File: src/hdl/cwc_pkg.sv
// shared types, codes and constants for the card whitelist controller
package cwc_pkg;

    localparam int TABLE_SLOTS_DEF = 8;
    localparam int KEY_BYTES_DEF   = 5;

    localparam int CARD_KEY_W = 40;
    localparam int OP_W       = 3;
    localparam int SLOT_W     = 4;
    localparam int PERM_W     = 8;
    localparam int TIME_W     = 32;
    localparam int STATUS_W   = 4;
    localparam int SIDX_W     = 3;
    localparam int COUNT_W    = 4;
    localparam int WINDOW_W   = 16;
    localparam int TIMEOUT_W  = 20;
    localparam int CFG_ADDR_W = 2;
    localparam int CFG_DATA_W = 20;

    localparam logic [PERM_W-1:0] PERM_DOOR_BIT = 8'h01;
    localparam logic [PERM_W-1:0] PERM_BOLT_BIT = 8'h02;

    localparam logic [WINDOW_W-1:0]  WINDOW_RESET     = 16'd1000;
    localparam logic [TIMEOUT_W-1:0] TIMEOUT_RESET    = 20'd30000;
    localparam logic [PERM_W-1:0]    ENROL_PERM_RESET = PERM_DOOR_BIT | PERM_BOLT_BIT;

    typedef enum logic [OP_W-1:0] {
        OP_SWIPE       = 3'd0,
        OP_DELETE      = 3'd1,
        OP_SET_PERM    = 3'd2,
        OP_START_ENROL = 3'd3,
        OP_STOP_ENROL  = 3'd4,
        OP_TICK        = 3'd5
    } op_t;

    typedef enum logic [STATUS_W-1:0] {
        STAT_NONE        = 4'd0,
        STAT_GRANTED     = 4'd1,
        STAT_DENIED      = 4'd2,
        STAT_BAD_CHECK   = 4'd3,
        STAT_REPEAT      = 4'd4,
        STAT_ADDED       = 4'd5,
        STAT_ADD_FAIL    = 4'd6,
        STAT_TIMEOUT     = 4'd7,
        STAT_DELETED     = 4'd8,
        STAT_DEL_FAIL    = 4'd9,
        STAT_PERM_SET    = 4'd10,
        STAT_PERM_FAIL   = 4'd11,
        STAT_MODE_CHANGE = 4'd12
    } status_t;

    typedef enum logic [CFG_ADDR_W-1:0] {
        CFG_CHECKSUM_REQ = 2'd0,
        CFG_REPEAT_WIN   = 2'd1,
        CFG_ENROL_TMO    = 2'd2,
        CFG_ENROL_PERM   = 2'd3
    } cfg_idx_t;

    // flags returned by the shared compare unit
    typedef struct packed {
        logic key_eq;
        logic over;
        logic under;
    } cmp_res_t;

endpackage

File: src/hdl/cwc_ram.sv
// generic single-write, single-read ram with registered read data
module cwc_ram #(
    parameter int WIDTH = 8,
    parameter int DEPTH = 8
) (
    input  logic                                 aclk,
    input  logic                                 we,
    input  logic [(DEPTH > 1 ? $clog2(DEPTH) : 1)-1:0] waddr,
    input  logic [WIDTH-1:0]                     wdata,
    input  logic [(DEPTH > 1 ? $clog2(DEPTH) : 1)-1:0] raddr,
    output logic [WIDTH-1:0]                     rdata
);

    logic [WIDTH-1:0] mem [DEPTH];

    always_ff @(posedge aclk) begin
        if (we) begin
            mem[waddr] <= wdata;
        end
        rdata <= mem[raddr];
    end

endmodule

File: src/hdl/cwc_cmp.sv
// shared compare unit: key equality and elapsed-time window checks
module cwc_cmp import cwc_pkg::*; #(
    parameter int KEY_W = 40
) (
    input  logic [KEY_W-1:0]  key_a,
    input  logic [KEY_W-1:0]  key_b,
    input  logic [TIME_W-1:0] t_now,
    input  logic [TIME_W-1:0] t_ref,
    input  logic [TIME_W-1:0] t_lim,
    output cmp_res_t          res
);

    logic [TIME_W-1:0] t_diff;

    // elapsed time wraps modulo 2^32
    assign t_diff     = t_now - t_ref;
    assign res.key_eq = (key_a == key_b);
    assign res.over   = (t_diff > t_lim);
    assign res.under  = (t_diff < t_lim);

endmodule

File: src/hdl/card_whitelist_controller.sv
// commands, and swipes stopped by checksum or repeat, pass through ST_TMO and ST_OP to
// ST_DONE; swipes that reach the table also pass through ST_SWEEP and ST_FIN
// one item at a time: a new item is taken only back in ST_IDLE; a swipe that reaches the
// table sweeps the slots through the key ram read port, one slot per cycle
// the next item is taken while a result still waits on the output
// reset (aresetn low, synchronous) empties the table, leaves enrol mode, clears the
// repeat state and loads the register defaults; no clearing pass is needed
module card_whitelist_controller import cwc_pkg::*; #(
    parameter int TABLE_SLOTS = TABLE_SLOTS_DEF,
    parameter int KEY_BYTES   = KEY_BYTES_DEF
) (
    input  logic                  aclk,
    input  logic                  aresetn,
    input  logic                  cfg_we,
    input  logic [CFG_ADDR_W-1:0] cfg_addr,
    input  logic [CFG_DATA_W-1:0] cfg_wdata,
    input  logic                  s_valid,
    output logic                  s_ready,
    input  logic [OP_W-1:0]       s_op,
    input  logic [CARD_KEY_W-1:0] s_card_key,
    input  logic [SLOT_W-1:0]     s_slot,
    input  logic [PERM_W-1:0]     s_new_permission,
    input  logic [TIME_W-1:0]     s_now_ms,
    output logic                  m_valid,
    input  logic                  m_ready,
    output logic [STATUS_W-1:0]   m_status,
    output logic [PERM_W-1:0]     m_permission,
    output logic [SIDX_W-1:0]     m_slot_index,
    output logic [COUNT_W-1:0]    m_card_count,
    output logic                  m_enrol_mode
);

    localparam int KEY_W      = 8 * KEY_BYTES;
    localparam int IDX_W      = (TABLE_SLOTS > 1) ? $clog2(TABLE_SLOTS) : 1;
    localparam int CNT_W      = $clog2(TABLE_SLOTS + 1);
    localparam int SLOT_CMP_W = ((IDX_W > SLOT_W) ? IDX_W : SLOT_W) + 1;

    typedef enum logic [2:0] {
        ST_IDLE,
        ST_TMO,
        ST_OP,
        ST_SWEEP,
        ST_FIN,
        ST_DONE
    } state_t;

    state_t state_reg;

    // configuration
    logic                 chk_req_reg;
    logic [WINDOW_W-1:0]  window_reg;
    logic [TIMEOUT_W-1:0] timeout_reg;
    logic [PERM_W-1:0]    enrol_perm_reg;

    // item payload
    logic [OP_W-1:0]   op_reg;
    logic [KEY_W-1:0]  key_reg;
    logic [SLOT_W-1:0] slot_reg;
    logic [PERM_W-1:0] newp_reg;
    logic [TIME_W-1:0] now_reg;

    // block state
    logic [TABLE_SLOTS-1:0] valid_reg;
    logic [CNT_W-1:0]       count_reg;
    logic                   enrol_reg;
    logic [KEY_W-1:0]       last_card_reg;
    logic [TIME_W-1:0]      last_time_reg;
    logic [TIME_W-1:0]      idle_start_reg;
    logic                   timed_reg;

    // sweep
    logic [IDX_W-1:0]  idx_reg;
    logic              iss_reg;
    logic              cmp_live_reg;
    logic [IDX_W-1:0]  cmp_idx_reg;
    logic              hit_reg;
    logic [IDX_W-1:0]  hit_idx_reg;
    logic [PERM_W-1:0] hit_perm_reg;
    logic              found_reg;
    logic [IDX_W-1:0]  empty_idx_reg;

    // result held until the output register is free
    status_t           res_status_reg;
    logic [PERM_W-1:0] res_perm_reg;
    logic [IDX_W-1:0]  res_sidx_reg;

    // output register
    logic                m_valid_reg;
    logic [STATUS_W-1:0] m_status_reg;
    logic [PERM_W-1:0]   m_perm_reg;
    logic [SIDX_W-1:0]   m_sidx_reg;
    logic [COUNT_W-1:0]  m_count_reg;
    logic                m_enrol_reg;

    logic [63:0]            key_full;
    logic [KEY_W-1:0]       key_in;
    logic [7:0]             xor_acc;
    logic                   check_ok;
    logic [SLOT_CMP_W-1:0]  slot_wide;
    logic                   slot_in_range;
    logic                   slot_is_all;
    logic [IDX_W-1:0]       slot_idx;
    logic                   slot_used;
    logic [KEY_W-1:0]       cmp_key_b;
    logic [TIME_W-1:0]      cmp_t_ref;
    logic [TIME_W-1:0]      cmp_t_lim;
    cmp_res_t               cmp;
    logic                   tmo_hit;
    logic                   is_repeat;
    logic                   swipe_go;
    logic [KEY_W-1:0]       key_rd;
    logic [PERM_W-1:0]      perm_rd;
    logic                   fin_add;
    logic                   fin_grant;
    logic                   set_perm_ok;
    logic                   key_we;
    logic                   perm_we;
    logic [IDX_W-1:0]       perm_waddr;
    logic [PERM_W-1:0]      perm_wdata;
    logic                   last_idx;
    logic                   cmp_valid;
    logic                   out_load;

    // key masked or widened to the table key width
    assign key_full = {{(64 - CARD_KEY_W){1'b0}}, s_card_key};
    assign key_in   = key_full[KEY_W-1:0];

    always_comb begin
        xor_acc = '0;
        for (int i = 0; i < KEY_BYTES - 1; i++) begin
            xor_acc = xor_acc ^ key_reg[8*i +: 8];
        end
    end
    assign check_ok = (xor_acc == key_reg[KEY_W-1 -: 8]);

    assign slot_wide     = SLOT_CMP_W'(slot_reg);
    assign slot_in_range = (slot_wide < SLOT_CMP_W'(TABLE_SLOTS));
    assign slot_is_all   = (slot_wide == SLOT_CMP_W'(TABLE_SLOTS));
    assign slot_idx      = slot_wide[IDX_W-1:0];
    assign slot_used     = slot_in_range && valid_reg[slot_idx];

    // operand selection for the shared compare unit
    assign cmp_key_b = (state_reg == ST_SWEEP) ? key_rd : last_card_reg;
    assign cmp_t_ref = (state_reg == ST_TMO) ? idle_start_reg : last_time_reg;
    assign cmp_t_lim = (state_reg == ST_TMO) ? TIME_W'(timeout_reg) : TIME_W'(window_reg);

    cwc_cmp #(
        .KEY_W (KEY_W)
    ) u_cmp (
        .key_a (key_reg),
        .key_b (cmp_key_b),
        .t_now (now_reg),
        .t_ref (cmp_t_ref),
        .t_lim (cmp_t_lim),
        .res   (cmp)
    );

    assign tmo_hit   = enrol_reg && cmp.over;
    assign is_repeat = cmp.key_eq && cmp.under;
    assign swipe_go  = (op_reg == OP_SWIPE) && !(chk_req_reg && !check_ok) && !is_repeat;

    assign fin_add = (state_reg == ST_FIN) && enrol_reg && found_reg && !hit_reg &&
                     (count_reg < CNT_W'(TABLE_SLOTS)) && (enrol_perm_reg != '0);
    assign fin_grant   = !enrol_reg && hit_reg;
    assign set_perm_ok = (state_reg == ST_OP) && (op_reg == OP_SET_PERM) && slot_used &&
                         (newp_reg != '0);

    assign key_we     = fin_add;
    assign perm_we    = fin_add || set_perm_ok;
    assign perm_waddr = fin_add ? empty_idx_reg : slot_idx;
    assign perm_wdata = fin_add ? enrol_perm_reg : newp_reg;

    cwc_ram #(
        .WIDTH (KEY_W),
        .DEPTH (TABLE_SLOTS)
    ) u_key_ram (
        .aclk  (aclk),
        .we    (key_we),
        .waddr (empty_idx_reg),
        .wdata (key_reg),
        .raddr (idx_reg),
        .rdata (key_rd)
    );

    cwc_ram #(
        .WIDTH (PERM_W),
        .DEPTH (TABLE_SLOTS)
    ) u_perm_ram (
        .aclk  (aclk),
        .we    (perm_we),
        .waddr (perm_waddr),
        .wdata (perm_wdata),
        .raddr (idx_reg),
        .rdata (perm_rd)
    );

    assign last_idx  = (cmp_idx_reg == IDX_W'(TABLE_SLOTS - 1));
    assign cmp_valid = valid_reg[cmp_idx_reg];
    assign out_load  = (state_reg == ST_DONE) && (!m_valid_reg || m_ready);

    always_ff @(posedge aclk) begin
        if (!aresetn) begin
            chk_req_reg    <= 1'b0;
            window_reg     <= WINDOW_RESET;
            timeout_reg    <= TIMEOUT_RESET;
            enrol_perm_reg <= ENROL_PERM_RESET;
        end else if (cfg_we) begin
            unique case (cfg_idx_t'(cfg_addr))
                CFG_CHECKSUM_REQ: chk_req_reg    <= cfg_wdata[0];
                CFG_REPEAT_WIN:   window_reg     <= cfg_wdata[WINDOW_W-1:0];
                CFG_ENROL_TMO:    timeout_reg    <= cfg_wdata[TIMEOUT_W-1:0];
                CFG_ENROL_PERM:   enrol_perm_reg <= cfg_wdata[PERM_W-1:0];
                default: ;
            endcase
        end
    end

    always_ff @(posedge aclk) begin
        if (!aresetn) begin
            state_reg      <= ST_IDLE;
            valid_reg      <= '0;
            count_reg      <= '0;
            enrol_reg      <= 1'b0;
            last_card_reg  <= '0;
            last_time_reg  <= '0;
            idle_start_reg <= '0;
            timed_reg      <= 1'b0;
            iss_reg        <= 1'b0;
            cmp_live_reg   <= 1'b0;
            m_valid_reg    <= 1'b0;
        end else begin
            if (out_load) begin
                m_valid_reg <= 1'b1;
            end else if (m_valid_reg && m_ready) begin
                m_valid_reg <= 1'b0;
            end

            unique case (state_reg)
                ST_IDLE: begin
                    if (s_valid) begin
                        op_reg    <= s_op;
                        key_reg   <= key_in;
                        slot_reg  <= s_slot;
                        newp_reg  <= s_new_permission;
                        now_reg   <= s_now_ms;
                        state_reg <= ST_TMO;
                    end
                end

                ST_TMO: begin
                    timed_reg <= tmo_hit;
                    if (tmo_hit) begin
                        enrol_reg      <= 1'b0;
                        idle_start_reg <= '0;
                    end
                    state_reg <= ST_OP;
                end

                ST_OP: begin
                    res_perm_reg <= '0;
                    res_sidx_reg <= ((op_reg == OP_DELETE && slot_used) || set_perm_ok) ?
                                    slot_idx : '0;
                    state_reg    <= swipe_go ? ST_SWEEP : ST_DONE;
                    unique case (op_t'(op_reg))
                        OP_SWIPE: begin
                            if (chk_req_reg && !check_ok) begin
                                res_status_reg <= STAT_BAD_CHECK;
                            end else if (is_repeat) begin
                                res_status_reg <= STAT_REPEAT;
                            end else begin
                                last_card_reg <= key_reg;
                                last_time_reg <= now_reg;
                                if (enrol_reg) begin
                                    idle_start_reg <= now_reg;
                                end
                                idx_reg      <= '0;
                                iss_reg      <= 1'b1;
                                cmp_live_reg <= 1'b0;
                                hit_reg      <= 1'b0;
                                hit_idx_reg  <= '0;
                                hit_perm_reg <= '0;
                                found_reg    <= 1'b0;
                            end
                        end
                        OP_DELETE: begin
                            if (slot_is_all) begin
                                valid_reg      <= '0;
                                count_reg      <= '0;
                                res_status_reg <= STAT_DELETED;
                            end else if (slot_used) begin
                                valid_reg[slot_idx] <= 1'b0;
                                if (count_reg != '0) begin
                                    count_reg <= count_reg - 1'b1;
                                end
                                res_status_reg <= STAT_DELETED;
                            end else begin
                                res_status_reg <= STAT_DEL_FAIL;
                            end
                        end
                        OP_SET_PERM: begin
                            if (set_perm_ok) begin
                                res_status_reg <= STAT_PERM_SET;
                            end else begin
                                res_status_reg <= STAT_PERM_FAIL;
                            end
                        end
                        OP_START_ENROL: begin
                            enrol_reg      <= 1'b1;
                            idle_start_reg <= now_reg;
                            res_status_reg <= STAT_MODE_CHANGE;
                        end
                        OP_STOP_ENROL: begin
                            enrol_reg      <= 1'b0;
                            res_status_reg <= STAT_MODE_CHANGE;
                        end
                        OP_TICK: begin
                            res_status_reg <= timed_reg ? STAT_TIMEOUT : STAT_NONE;
                        end
                        default: begin
                            res_status_reg <= STAT_NONE;
                        end
                    endcase
                end

                ST_SWEEP: begin
                    // address issue runs one slot ahead of the compare
                    if (iss_reg) begin
                        if (idx_reg == IDX_W'(TABLE_SLOTS - 1)) begin
                            iss_reg <= 1'b0;
                        end else begin
                            idx_reg <= idx_reg + 1'b1;
                        end
                    end
                    cmp_live_reg <= iss_reg;
                    cmp_idx_reg  <= idx_reg;
                    if (cmp_live_reg) begin
                        if (cmp_valid && cmp.key_eq && !hit_reg) begin
                            hit_reg      <= 1'b1;
                            hit_idx_reg  <= cmp_idx_reg;
                            hit_perm_reg <= perm_rd;
                        end
                        if (!cmp_valid && !found_reg) begin
                            found_reg     <= 1'b1;
                            empty_idx_reg <= cmp_idx_reg;
                        end
                        if (last_idx) begin
                            state_reg <= ST_FIN;
                        end
                    end
                end

                ST_FIN: begin
                    res_perm_reg <= fin_grant ? hit_perm_reg : '0;
                    res_sidx_reg <= fin_grant ? hit_idx_reg : (fin_add ? empty_idx_reg : '0);
                    if (!enrol_reg) begin
                        if (hit_reg) begin
                            res_status_reg <= STAT_GRANTED;
                        end else begin
                            res_status_reg <= STAT_DENIED;
                        end
                    end else if (fin_add) begin
                        valid_reg[empty_idx_reg] <= 1'b1;
                        count_reg                <= count_reg + 1'b1;
                        res_status_reg           <= STAT_ADDED;
                    end else begin
                        res_status_reg <= STAT_ADD_FAIL;
                    end
                    state_reg <= ST_DONE;
                end

                ST_DONE: begin
                    if (out_load) begin
                        m_status_reg <= res_status_reg;
                        m_perm_reg   <= res_perm_reg;
                        m_sidx_reg   <= SIDX_W'(res_sidx_reg);
                        m_count_reg  <= COUNT_W'(count_reg);
                        m_enrol_reg  <= enrol_reg;
                        state_reg    <= ST_IDLE;
                    end
                end

                default: begin
                    state_reg <= ST_IDLE;
                end
            endcase
        end
    end

    assign s_ready      = (state_reg == ST_IDLE);
    assign m_valid      = m_valid_reg;
    assign m_status     = m_status_reg;
    assign m_permission = m_perm_reg;
    assign m_slot_index = m_sidx_reg;
    assign m_card_count = m_count_reg;
    assign m_enrol_mode = m_enrol_reg;

`ifndef NO_ASSERTIONS
    a_count_matches_valid: assert property (@(posedge aclk) disable iff (!aresetn)
        count_reg == CNT_W'($countones(valid_reg)))
        else $error("occupied count differs from occupied slots");

    a_no_write_in_sweep: assert property (@(posedge aclk) disable iff (!aresetn)
        (state_reg == ST_SWEEP) |-> (!key_we && !perm_we))
        else $error("table written during lookup sweep");

    a_timeout_leaves_enrol: assert property (@(posedge aclk) disable iff (!aresetn)
        (state_reg == ST_TMO && tmo_hit) |=> (!enrol_reg && timed_reg))
        else $error("enrol timeout did not end enrol mode");
`endif

endmodule

File: config.mk
export PLATFORM = sky130hd
export DESIGN_NAME = card_whitelist_controller
export DESIGN_NICKNAME = d
export VERILOG_FILES = /design/src/hdl/cwc_pkg.sv /design/src/hdl/cwc_ram.sv /design/src/hdl/cwc_cmp.sv /design/src/hdl/card_whitelist_controller.sv
export SDC_FILE = /design/constraint.sdc
export NUM_CORES = 1
export LEC_CHECK = 0
export BUFFER_PORTS_ARGS = -buffer_cell sky130_fd_sc_hd__buf_2
export CAP_MARGIN = 20
export CORE_MARGIN = 4
export CORE_UTILIZATION = 45
export DETAILED_ROUTE_END_ITERATION = 16
export PLACE_DENSITY = 0.63
export SLEW_MARGIN = 20
export SYNTH_ARGS = -nofsm -noshare
export SYNTH_HDL_FRONTEND = slang
export SYNTH_SLANG_ARGS = --single-unit
File: constraint.sdc
create_clock -name aclk -period 9.3 [get_ports aclk]
set_input_delay 1.86 -clock aclk [delete_from_list [all_inputs] [get_ports aclk]]
set_output_delay 1.86 -clock aclk [all_outputs]
set_load 0.005 [all_outputs]
; Yosys cells after proc, flatten, opt, wreduce, memory -nomap -nowiden
; Memory sizes are Yosys's and may differ from the RTL's. A register that Yosys moved wholly into a read port is not among the register bits.
; Index checks and enable logic that the tools add are counted.
[word_totals]
ff_bits = 313
mem_bits_rw = 384
input_bits = 114
output_inout_bits = 22
wordCells = 259
mem_count = 2
[classes]
addsub = 4
order_cmp = 9
eq_ne = 41
mux = 95
bitwise = 8
reduce_logical = 65
[mem_list]
columns = memory, words, word_bits, rd, rd_clocked_by_memory_dff, wr, line_no
row1 = u_key_ram.mem, 8, 40, 1, 1, 1, cwc_ram.sv:14  ; logic [WIDTH-1:0] mem [DEPTH];
row2 = u_perm_ram.mem, 8, 8, 1, 1, 1, cwc_ram.sv:14
[op_table]
columns = cell, n
row1 = 32-bit two-way mux, 5
row2 = 32-bit one-hot mux with 2 select lines, 2
row3 = 8-bit two-way mux, 12
row4 = 3-bit two-way mux, 17
row5 = 8-bit one-hot mux with 2 select lines, 3
row6 = 40-bit equality test, 1
row7 = 40-bit two-way mux, 1
row8 = 4-bit two-way mux, 9
row9 = 32-bit by 20-bit greater-than comparator with 1-bit output, 1
row10 = 32-bit by 20-bit < comparator with 1-bit output, 1
row11 = 32-bit subtractor, 1
row12 = 1-bit two-way mux, 26
row13 = 2-bit != test (second input constant), 12
row14 = 8-bit XOR, 3
row15 = 1-bit logical AND, 23
row16 = 7-bit AND reduction, 3
row17 = 20-bit two-way mux, 1
row18 = 4-bit one-hot mux with 5 select lines, 1
row19 = 3-bit equality test (second input constant), 6
row20 = 3-bit one-hot mux with 2 select lines, 3
row21 = 3-bit one-hot mux with 6 select lines, 1
row22 = 4-bit one-hot mux with 2 select lines, 2
row23 = 4-bit AND reduction, 4
row24 = 8-bit nonzero test, 2
row25 = other kinds (36), 82

; Longest topological paths before layout
; Gate-level depths: netlist (run 1).
[depth]
ltp_word = 11
mapped_depth = 26
mapped_depth_nobuf = 22

; By module
; Synthesis (run 1) repeated with hierarchy kept, for this count alone.
[hier_totals]
hier_cells = 2326
hier_area_um2 = 32224.7
[by_module_without_submodules]
columns = module, n_inst, cells_each, area_each_um2, seq_area_each_um2
row1 = card_whitelist_controller, 1, 1260, 13193.9, 7707.4
row2 = cwc_ram (u_key_ram), 1, 515, 13171.4, 10410.0
row3 = cwc_cmp, 1, 437, 3168.0, 0.0
row4 = cwc_ram (u_perm_ram), 1, 114, 2691.3, 2082.0

; Worst setup path before layout (run 1)
; No wires, ideal clock.
[synth_timing]
path_type = register -> register
startpoint = register state_reg[0]
endpoint = register hit_idx_reg[0], enable pin
setup_time_ns = 0.385
arrival_time_ns = 5.131
required_ns = 8.915
path_slack_ns = 3.784
stages_incl_launch_ff = 24
path_buffers = 2
period_less_slack_ns = 5.516
cell_sequence = dfxtp_1 > nor3b_1 > buf_2 > buf_1 > mux2i_1 > ha_1 > o21a_1 > o21ai_0 > a31oi_1 > o21a_1 > o21a_1 > o21ai_0 > nand2b_1 > a21o_1 > a21oi_1 > xnor2_1 > ha_1 > nand4_1 > nor2_1 > o31ai_1 > nand4b_1 > nor4_4 > or3_1 > a21oi_1
[synth_via]
elab_chain_cells = 7
word_cells_on_any_way = 19
cone_classes = add/sub: 1 / order compare: 1 / eq/ne: 9 / mux: 3 / reduce/logical: 5
[synth_rtl]
columns = element, line_no
row1 = from (decl), card_whitelist_controller.sv:47  ; state_t state_reg;
row2 = from (signal assigned), card_whitelist_controller.sv:263  ; state_reg <= swipe_go ? ST_SWEEP : ST_DONE;
row3 = 3-bit by 1-bit equality test with 1-bit output / 3-bit by 2-bit equality test with 1-bit output (equally long branches), n/a
row4 = 32-bit two-way mux / 40-bit two-way mux (equally long branches), "card_whitelist_controller.sv:144, card_whitelist_controller.sv:143"
row5 = 32-bit subtractor / 40-bit equality test (equally long branches), "cwc_cmp.sv:16, cwc_cmp.sv:17"
row6 = 32-bit by 20-bit < comparator with 1-bit output / 1-bit logical AND (equally long branches), "cwc_cmp.sv:19, card_whitelist_controller.sv:337"
row7 = 1-bit logical AND (on tied branches), "card_whitelist_controller.sv:159, card_whitelist_controller.sv:337"
row8 = 2-bit != test (no source line) / 2-bit by 1-bit != test with 1-bit output (equally long branches), n/a
row9 = 7-bit AND reduction (no source line) (*), n/a
row10 = to (signal assigned), card_whitelist_controller.sv:339  ; hit_idx_reg <= cmp_idx_reg;
row11 = to (decl), card_whitelist_controller.sv:77  ; logic [IDX_W-1:0] hit_idx_reg;
; Every way passes the cells marked *; elsewhere a longest branch is shown, timed or not.
; A chain may end at the register's enable or synchronous reset.

; Final worst setup path (run 1)
[layout_timing]
startpoint = register state_reg[0]
endpoint = register idle_start_reg[25]
[layout_via]
elab_chain_cells = 7
word_cells_on_any_way = 20
cone_classes = add/sub: 1 / order compare: 2 / eq/ne: 9 / mux: 4 / reduce/logical: 4
[layout_rtl]
columns = element, line_no
row1 = 3-bit by 1-bit equality test with 1-bit output, "card_whitelist_controller.sv:144, card_whitelist_controller.sv:145, card_whitelist_controller.sv:238"
row2 = 32-bit two-way mux, card_whitelist_controller.sv:144  ; assign cmp_t_ref = (state_reg == ST_TMO) ? idle_start_reg : last_time_reg;
row3 = 32-bit subtractor, cwc_cmp.sv:16  ; assign t_diff = t_now - t_ref;
row4 = 32-bit by 20-bit < comparator with 1-bit output / 32-bit by 20-bit greater-than comparator with 1-bit output (equally long branches), "cwc_cmp.sv:19, cwc_cmp.sv:18"
row5 = 1-bit logical AND (on tied branches), "card_whitelist_controller.sv:159, card_whitelist_controller.sv:158"
row6 = 3-bit != test (no source line) / 2-bit != test (equally long branches), n/a
row7 = 6-bit AND reduction (no source line), n/a
row8 = to (signal assigned), card_whitelist_controller.sv:274  ; idle_start_reg <= now_reg;
row9 = to (signal assigned), card_whitelist_controller.sv:309  ; idle_start_reg <= now_reg;
row10 = to (decl), card_whitelist_controller.sv:68  ; logic [TIME_W-1:0] idle_start_reg;
; Several ways; a longest one is shown, not always the timed one.

==> results of run 1 <==
## power by group through the flow
stage	sequential, mW	clock [mW]	combinational (mW)
after floorplan	3.69	0	0.258
after global placement	3.72	0	0.353
after detailed placement	3.72	0	0.360
after CTS	3.65	3.11	0.362
after global routing	3.66	3.23	0.400
final	3.65	3.02	0.360
## layout by cell type (no fill, tap or decap), types with 25 or more instances in the layout
master,netlist,routed
sky130_fd_sc_hd__xnor2_1,68,68
sky130_fd_sc_hd__clkbuf_1,70,31
sky130_fd_sc_hd__buf_2,17,134
sky130_fd_sc_hd__inv_1,88,83
sky130_fd_sc_hd__clkbuf_16,0,81
sky130_fd_sc_hd__a21oi_1,102,99
sky130_fd_sc_hd__mux2i_1,162,162
sky130_fd_sc_hd__buf_4,4,25
sky130_fd_sc_hd__ha_1,55,55
sky130_fd_sc_hd__o21ai_0,31,31
sky130_fd_sc_hd__dfxtp_1,217,217
sky130_fd_sc_hd__nand2_1,301,301
sky130_fd_sc_hd__nor2_1,65,62
sky130_fd_sc_hd__nand3_1,28,28
sky130_fd_sc_hd__edfxtp_1,528,528
sky130_fd_sc_hd__xor2_1,26,26
sky130_fd_sc_hd__mux2_2,61,61
sky130_fd_sc_hd__o32ai_2,30,30
sky130_fd_sc_hd__mux4_2,98,98
## kinds of logic (layout without fill, tap and decap cells)
family | Yosys count | count (layout) | share of synthesized area
simple gates | 539 | 539 | 0.07806
flops | 745 | 745 | 0.6364
buf+inv | 207 | 394 | 0.02799
compound gates | 285 | 285 | 0.06663
fa+ha+maj | 56 | 56 | 0.02231
xor+xnor | 94 | 94 | 0.02594
mux | 322 | 322 | 0.1426
## synthesized netlist by cell type, types with 3 or more instances
master	number	share of area
sky130_fd_sc_hd__o32ai_2	30	0.015
sky130_fd_sc_hd__nand2_1	301	0.036
sky130_fd_sc_hd__mux2i_1	162	0.051
sky130_fd_sc_hd__o21ai_1	10	0.0016
sky130_fd_sc_hd__buf_2	17	0.0027
sky130_fd_sc_hd__o211ai_1	13	0.0031
sky130_fd_sc_hd__or2_2	4	0.00079
sky130_fd_sc_hd__or3_1	5	0.00099
sky130_fd_sc_hd__o21ai_0	31	0.0049
sky130_fd_sc_hd__buf_6	10	0.0035
sky130_fd_sc_hd__ha_1	55	0.022
sky130_fd_sc_hd__xnor2_1	68	0.019
sky130_fd_sc_hd__o31ai_1	5	0.0012
sky130_fd_sc_hd__a31oi_1	8	0.0016
sky130_fd_sc_hd__a211oi_1	5	0.0012
sky130_fd_sc_hd__and2_1	19	0.0037
sky130_fd_sc_hd__nand3_1	28	0.0044
sky130_fd_sc_hd__nor3_1	18	0.0028
sky130_fd_sc_hd__mux2_2	61	0.022
sky130_fd_sc_hd__xor2_1	26	0.0072
sky130_fd_sc_hd__o21a_1	14	0.0033
sky130_fd_sc_hd__o31a_1	4	0.0011
sky130_fd_sc_hd__buf_1	17	0.0020
sky130_fd_sc_hd__dfxtp_1	217	0.14
sky130_fd_sc_hd__o221ai_1	3	0.00083
sky130_fd_sc_hd__o2111ai_1	4	0.0011
sky130_fd_sc_hd__a21o_1	13	0.0031
sky130_fd_sc_hd__inv_1	88	0.010
sky130_fd_sc_hd__mux4_2	98	0.070
sky130_fd_sc_hd__nand4_1	18	0.0035
sky130_fd_sc_hd__nor2_1	65	0.0077
sky130_fd_sc_hd__nor2b_1	9	0.0018
sky130_fd_sc_hd__nand3b_1	5	0.0012
sky130_fd_sc_hd__edfxtp_1	528	0.50
sky130_fd_sc_hd__and3_1	18	0.0035
sky130_fd_sc_hd__nor3b_1	8	0.0019
sky130_fd_sc_hd__nand2b_1	11	0.0022
sky130_fd_sc_hd__clkbuf_1	70	0.0083
sky130_fd_sc_hd__buf_4	4	0.00095
sky130_fd_sc_hd__nor4_1	15	0.0030
sky130_fd_sc_hd__a22oi_1	4	0.00095
sky130_fd_sc_hd__a21oi_1	102	0.016
sky130_fd_sc_hd__a21boi_0	4	0.00095
## final cells by class
type | count | area [sq um] | area share
Timing Repair Buffer | 161 | 889.6 | 0.02483
Tap cell | 940 | 1176 | 0.03283
Inverter | 89 | 334.1 | 0.009324
Clock buffer | 119 | 2240 | 0.06251
Clock inverter | 25 | 264.0 | 0.007369
Multi-Input combinational cell | 1296 | 10730 | 0.2994
Sequential cell | 745 | 20200 | 0.5638
## metal layers
metal  routed length [um]  vias up  global-route usage
met2                35050      480              0.3246
met3                 3314      101             0.02989
met1                31680     9394              0.2566
met4                 1482        0             0.05065
met5                    0        -                   0
li1                     -     8642                   -
## per-stage QoR
stage               cells  cell area [sq um]
finish               3375              35830
floorplan            2248              31740
global route         3375              35830
CTS                  3375              35820
detailed placement   3231              33320
global placement     3231              33310
## path summary, 6_finish.rpt
kind	to	depth (start not counted)	slack [ps]	start
max	idle_start_reg[25]$_SDFFE_PN0P_	22	2560	state_reg[0]$_SDFFE_PN0P_
min	m_slot_index[2]$_DFFE_PP_	0	420	res_sidx_reg[2]$_DFFE_PP_
max reg2reg	idle_start_reg[25]$_SDFFE_PN0P_	22	2560	state_reg[0]$_SDFFE_PN0P_
min reg2reg	m_slot_index[2]$_DFFE_PP_	0	420	res_sidx_reg[2]$_DFFE_PP_
## worst register-to-register path, cell delays in order (launching register included)
cell and delay (ps):
sky130_fd_sc_hd__dfxtp_1 870, sky130_fd_sc_hd__nor3b_2 340, sky130_fd_sc_hd__buf_4 280, sky130_fd_sc_hd__buf_4 640
sky130_fd_sc_hd__mux2i_1 280, sky130_fd_sc_hd__ha_1 320, sky130_fd_sc_hd__a21oi_1 220, sky130_fd_sc_hd__o21ai_1 150
sky130_fd_sc_hd__o21a_1 230, sky130_fd_sc_hd__o21ai_0 140, sky130_fd_sc_hd__nand2b_1 100, sky130_fd_sc_hd__a21o_1 180
sky130_fd_sc_hd__a21oi_1 160, sky130_fd_sc_hd__xnor2_1 150, sky130_fd_sc_hd__ha_1 270, sky130_fd_sc_hd__nand4_1 120
sky130_fd_sc_hd__nor2_1 60, sky130_fd_sc_hd__a211oi_1 360, sky130_fd_sc_hd__nand4_1 160, sky130_fd_sc_hd__nor4_2 290
sky130_fd_sc_hd__or3_1 650, sky130_fd_sc_hd__buf_4 470, sky130_fd_sc_hd__o32ai_2 160
==> impl_metrics.toml, run 1 <==
[yosys]
yosys_register_bits = 745
postSynthCellCount = 2248
syn_area_per_cell_sq_um = 14.12
syn_area_sq_mm = 0.03174
share_of_synthesized_flip_flops_with_an_asynchronous_set_or_reset = 0
synth_cell_types = 79
yosysWarnings = 0
synth_ff_type = "sky130_fd_sc_hd__edfxtp_1"
synth_edf_count = 528
syn_nets = 2418
synth_seq_area_share = 0.6364

[cts]
cts_buffers = 78
cts-resized-gates = 0
clockRootBuffer = "sky130_fd_sc_hd__clkbuf_16"
ctsHoldBuffers = 0
cts_tree = "done"
cts-root-to-sink-buffers = 3
post_cts_buffers = 0
htree_num_levels = 3
worstSkewPairLatency_ps = 630
clock-sinks = 745
worst_setup_hold_path_clk_slew_ps = 60

[run]
max-cap-violations = 0

[power_and_ir_drop]
switching_share = 0.2193
clockPowerShare = 0.430
p_int_mw = 5.492
net-switching-power_mw = 1.543
power_leakage_nw = 12.47
ir_worst_vdd_uv = 196.0
power_density_normalized_to_cell_area_mw_per_mm2 = 196.4
comb_power_share = 0.051
p_seq_frac = 0.519
finalPower_mw = 7.035

[floorplan]
die-width_um = 273.6
die_area_sq_mm = 0.07484
site_row_count = 97
effective_utilization_at_floorplan = 0.4532
core-area_sq_mm = 0.07003
fp.dieH_um = 273.6
boundaryPins = 136

[grt]
grt.total_usage = 0.1907
grt_max_degree = 99
via_count_of_the_first_global_routing_pass = 19130
grt_antenna_before_repair = 1
overflow = 0
grt_pass1_wl_mm = 111.0

[sta]
timing.clock.skew_ps = 29.89
totalNegativeSetupSlack_ps = 0
maxClockFrequency_mhz = 148.3
finalCriticalPeriod_ps = 6741
final.setup.worst_slack_ps = 2559
setup_violations = 0
worst_hold_slack_ps = 416.5
final_min_period_over_clock_period = 0.7248
timing.max_slew.rel_slack = 0.2723
rsz0062_at_grt = "no"
timing.final.max_slew_violations = 0
report.final.hold_viol_count = 0
least_margin_pin_slew_ps = 1089

[outcome]
run_status = "finished, final reports clean"

[drt]
first_pass_iters = 5
drt_iter0_markers = 1255
routed-via-count = 18620
antenna_violating_nets_post_route = 0
wirelength_mm = 71.53
wl_per_cell_um = 21.19
route.detailed.drc = 0
post_drt_via_cell_ratio = 5.516

[placement]
place.gp.congestion = 0.8399
io_buffer_count = 135
placement.setup.worst_slack_ps = 2456
hpwl_mm = 43.55

[setup_path]
critical_path.max_stage_delay_ps = 870
critical_path.startpoint_type = "register"
worst-path-max-fanout = 43
critPathSlowestCell = "sky130_fd_sc_hd__dfxtp_1"
cp_num_buf_inv = 3
worstPathRequired_ps = 9780
worstPathCellList = "nor3b_2 > buf_4 > buf_4 > mux2i_1 > ha_1 > a21oi_1 > o21ai_1 > o21a_1 > o21ai_0 > nand2b_1 > a21o_1 > a21oi_1 > xnor2_1 > ha_1 > nand4_1 > nor2_1 > a211oi_1 > nand4_1 > nor4_2 > or3_1 > buf_4 > o32ai_2"
timing.critical_path.arrival_ps = 7220
worst_path_dominant_cell_family = "simple AND/OR/NAND/NOR gates"
most_frequent_cell_on_critical_path = "sky130_fd_sc_hd__buf_4"
endpoint_kind = "register"
setup.worst_path.class = "register to register"

[final_layout]
num-nets-final = 2541
antenna-diode-count = 0
area_delta_synth_final_pct = 12.89
largest_register = "u_key_ram.mem"
largest_reg_flops = 320
layout.core_utilization = 0.5116
largest_registers_in_the_final_layout = "u_key_ram.mem x320, u_perm_ram.mem x64"
layout-drive-gt1-share = 0.2025
num-fill-cells = 5899

[worst_hold_path]
holdCritPathClass = "register to register"
No activity file was read; power rests on OpenSTA's default activity.
==> run 2, diff against run 1 <==
--- a/config.mk
+++ b/config.mk
@@ -5,6 +5,7 @@
 export SDC_FILE = /design/constraint.sdc
 export NUM_CORES = 1
 export LEC_CHECK = 0
+export ABC_AREA = 1
 export BUFFER_PORTS_ARGS = -buffer_cell sky130_fd_sc_hd__buf_2
 export CAP_MARGIN = 20
 export CORE_MARGIN = 4
==> constraint.sdc (replaced) <==
create_clock -name aclk -period 6.54 [get_ports aclk]
set_input_delay 1.308 -clock aclk [delete_from_list [all_inputs] [get_ports aclk]]
set_output_delay 1.308 -clock aclk [all_outputs]
set_load 0.005 [all_outputs]
==> impl_metrics.toml, run 2 <==
[cts]
cts-resized-gates = 0
post_cts_buffers = 0
htree_num_levels = 3
worstSkewPairLatency_ps = 630
cts_tree = "done"
cts_buffers = 81
clock-sinks = 745
clockRootBuffer = "sky130_fd_sc_hd__clkbuf_16"
worst_setup_hold_path_clk_slew_ps = 60
cts-root-to-sink-buffers = 3
ctsHoldBuffers = 0

[final_layout]
num-nets-final = 3681
largest_register = "u_key_ram.mem"
antenna-diode-count = 0
layout-drive-gt1-share = 0.09226
final_design_area_no_fill_sq_mm = 0.03692
layout.cells.most_common = "sky130_fd_sc_hd__nand2_1"
area_delta_synth_final_pct = 13.15
mostFrequentLayoutCells = "sky130_fd_sc_hd__nand2_1 (612), sky130_fd_sc_hd__nor2_1 (558), sky130_fd_sc_hd__edfxtp_1 (528)"
largest_reg_flops = 320
largest_registers_in_the_final_layout = "u_key_ram.mem x320, u_perm_ram.mem x64"

[sta]
setup_violations = 0
least_margin_pin_slew_ps = 1045
report.final.hold_viol_count = 0
finalCriticalPeriod_ps = 5625
rsz0062_at_grt = "no"
worst_hold_slack_ps = 417.2
maxClockFrequency_mhz = 177.8
final_min_period_over_clock_period = 0.8600
timing.clock.skew_ps = 25.75
totalNegativeSetupSlack_ps = 0
timing.max_slew.rel_slack = 0.3015
timing.final.max_slew_violations = 0

[drt]
antenna_violating_nets_post_route = 0
wl_per_cell_um = 17.22
route.detailed.drc = 0
routed-via-count = 23310
drt_iter0_markers = 1439
post_drt_via_cell_ratio = 5.148
first_pass_iters = 5
wirelength_mm = 77.94

[floorplan]
core-area_sq_mm = 0.07173
die_area_sq_mm = 0.07688
die-width_um = 277.3
effective_utilization_at_floorplan = 0.4548
boundaryPins = 136
site_row_count = 98
fp.dieH_um = 277.3

[yosys]
syn_nets = 3581
area_share_of_the_largest_cell_type_after_synthesis = 0.4860
synth_edf_count = 528
yosysMostFrequentCell = "sky130_fd_sc_hd__nand2_1"
post_synth_main_area_contributors = "sky130_fd_sc_hd__edfxtp_1 (49%), sky130_fd_sc_hd__dfxtp_1 (13%), sky130_fd_sc_hd__nand2_1 (7.1%), sky130_fd_sc_hd__nor2_1 (6.5%), sky130_fd_sc_hd__o21ai_0 (4.5%)"
yosysWarnings = 0
syn_area_per_cell_sq_um = 9.565
synth_common_cells = "sky130_fd_sc_hd__nand2_1 (613), sky130_fd_sc_hd__nor2_1 (563), sky130_fd_sc_hd__edfxtp_1 (528)"
syn_area_sq_mm = 0.03263
postSynthCellCount = 3411
synth_ff_type = "sky130_fd_sc_hd__edfxtp_1"
synth_seq_area_share = 0.6191
share_of_synthesized_flip_flops_with_an_asynchronous_set_or_reset = 0
post-synth-top-area-cell = "sky130_fd_sc_hd__edfxtp_1"
yosys_register_bits = 745
synth_cell_types = 53

[outcome]
run_status = "finished, final reports clean"

[setup_path]
worstPathRequired_ps = 7030
timing.rr.end = "last_card_reg[19]$_SDFFE_PN0P_"
timing.critical_path.arrival_ps = 6120
worst-path-max-fanout = 80
reg_to_reg_start = "state_reg[0]$_SDFFE_PN0P_"
critical_path.startpoint_type = "register"
setup.worst_path.class = "register to register"
endpoint_kind = "register"
setup.reg_to_reg.worst_slack_ps = 920
worst-r2r-cell-count = 25

[placement]
hpwl_mm = 48.14
io_buffer_count = 135
instance_area_after_placement_sq_mm = 0.03417
place.gp.congestion = 0.9009

[run]
max-cap-violations = 0

[power_and_ir_drop]
finalPower_mw = 12.73
power_density_normalized_to_cell_area_mw_per_mm2 = 344.7
power_leakage_nw = 14.68
ir_worst_vdd_uv = 255.4

[worst_hold_path]
hold_depth = 0
whs_endpoint = "m_permission[5]$_DFFE_PP_"
holdCritPathClass = "register to register"
hold_path.startpoint = "res_perm_reg[5]$_SDFFCE_PN0P_"

[grt]
grt_pass1_wl_mm = 121.9
grt_most_used_layer = "met2"
grt.total_usage = 0.1974
grt_max_degree = 193
grtUsageMet2 = 0.3309
via_count_of_the_first_global_routing_pass = 21980
fraction_of_met1_tracks_used_by_global_routing = 0.2713
overflow = 0
grt_antenna_before_repair = 1
grt_util_met3 = 0.02634
-- run 2: cell count changes after synthesis, sizes merged, moves of 98 or more --
cell   previous run  this run
nand2           301       616
mux4             98         0
o21ai            42       386
inv              89       366
nor2             65       565
mux2i           162         7
-- run 2: cells by family (layout without fill, tap and decap cells) --
kind of cell,count (synthesis),in the layout,share of synthesized area
adders and majority gates,56,56,0.02171
DFF,745,745,0.6191
xor gates and xnor gates,72,72,0.01933
AOI/OAI and AO/OA,658,658,0.1091
buffers and inverters,542,708,0.06681
and+or+nand+nor,1331,1331,0.1618
muxes,7,7,0.002148
-- run 2: how the worst max path moves through the flow --
stage,start,to,cells past startpoint
4_1_cts,state_reg[0]$_SDFFE_PN0P_,last_card_reg[15]$_SDFFE_PN0P_,25
3_5_place_dp,state_reg[0]$_SDFFE_PN0P_,last_card_reg[1]$_SDFFE_PN0P_,25
3_3_place_gp,state_reg[0]$_SDFFE_PN0P_,last_card_reg[9]$_SDFFE_PN0P_,25
6_report,state_reg[0]$_SDFFE_PN0P_,last_card_reg[19]$_SDFFE_PN0P_,25
2_1_floorplan,aresetn,key_reg[0]$_DFFE_PP_,5
5_1_grt,state_reg[0]$_SDFFE_PN0P_,last_card_reg[25]$_SDFFE_PN0P_,25
-- run 2: report_power, final --
part / internal [mW] / leakage (nW) / switching (mW)
Combinational: 0.867 / 6.79 / 1.67
Sequential: 5.30 / 6.55 / 0.179
Clock: 2.83 / 1.35 / 1.87
Total: 9.00 / 14.7 / 3.73
-- run 2: per-layer routing --
layer,part of all wire,vias up
met5,0.00017,-
met1,0.45,10960
li1,-,11630
met4,0.019,2
met3,0.051,116
met2,0.48,596
-- run 2: final cells by class --
cell class	instances	area, sq um
Fill cell	6481	34810
Multi-Input combinational cell	2124	10330
Tap cell	950	1189
Sequential cell	745	20200
Clock inverter	41	539.3
Timing Repair Buffer	171	985.9
Inverter	388	1463
Clock buffer	108	2210
-- run 2: critical path: stages, from the launching register on --
cell                      delay (ps)
sky130_fd_sc_hd__dfxtp_1         400
sky130_fd_sc_hd__inv_2            80
sky130_fd_sc_hd__nor2_1          150
sky130_fd_sc_hd__nand2_2         470
sky130_fd_sc_hd__buf_4           430
sky130_fd_sc_hd__nand2_1          80
sky130_fd_sc_hd__o21ai_0          80
sky130_fd_sc_hd__ha_1            360
sky130_fd_sc_hd__nand2_1         110
sky130_fd_sc_hd__nor2_1          230
sky130_fd_sc_hd__nand2_1         110
sky130_fd_sc_hd__inv_1            60
sky130_fd_sc_hd__nand2_1          40
sky130_fd_sc_hd__nand2_1          90
sky130_fd_sc_hd__xor2_1          240
sky130_fd_sc_hd__ha_1            210
sky130_fd_sc_hd__nand4_1         140
sky130_fd_sc_hd__nor2_1          160
sky130_fd_sc_hd__o21ai_0         110
sky130_fd_sc_hd__nand3_1         100
sky130_fd_sc_hd__nand4_1         130
sky130_fd_sc_hd__nand4_1         270
sky130_fd_sc_hd__nand3_4         620
sky130_fd_sc_hd__buf_12          480
sky130_fd_sc_hd__o21ai_1         170
sky130_fd_sc_hd__a21oi_1          50
-- run 2: metrics by stage --
step / instances / utilization / setup WS, ps
3_3_place_gp: 4378 / 0.4762 / 1158
2_1_floorplan: 3411 / - / 288.1
6_report: 4527 / 0.5147 / 915.3
3_5_place_dp: 4378 / 0.4763 / 987.5
4_1_cts: 4527 / 0.5147 / 936.8
5_1_grt: 4527 / 0.5147 / 316.0
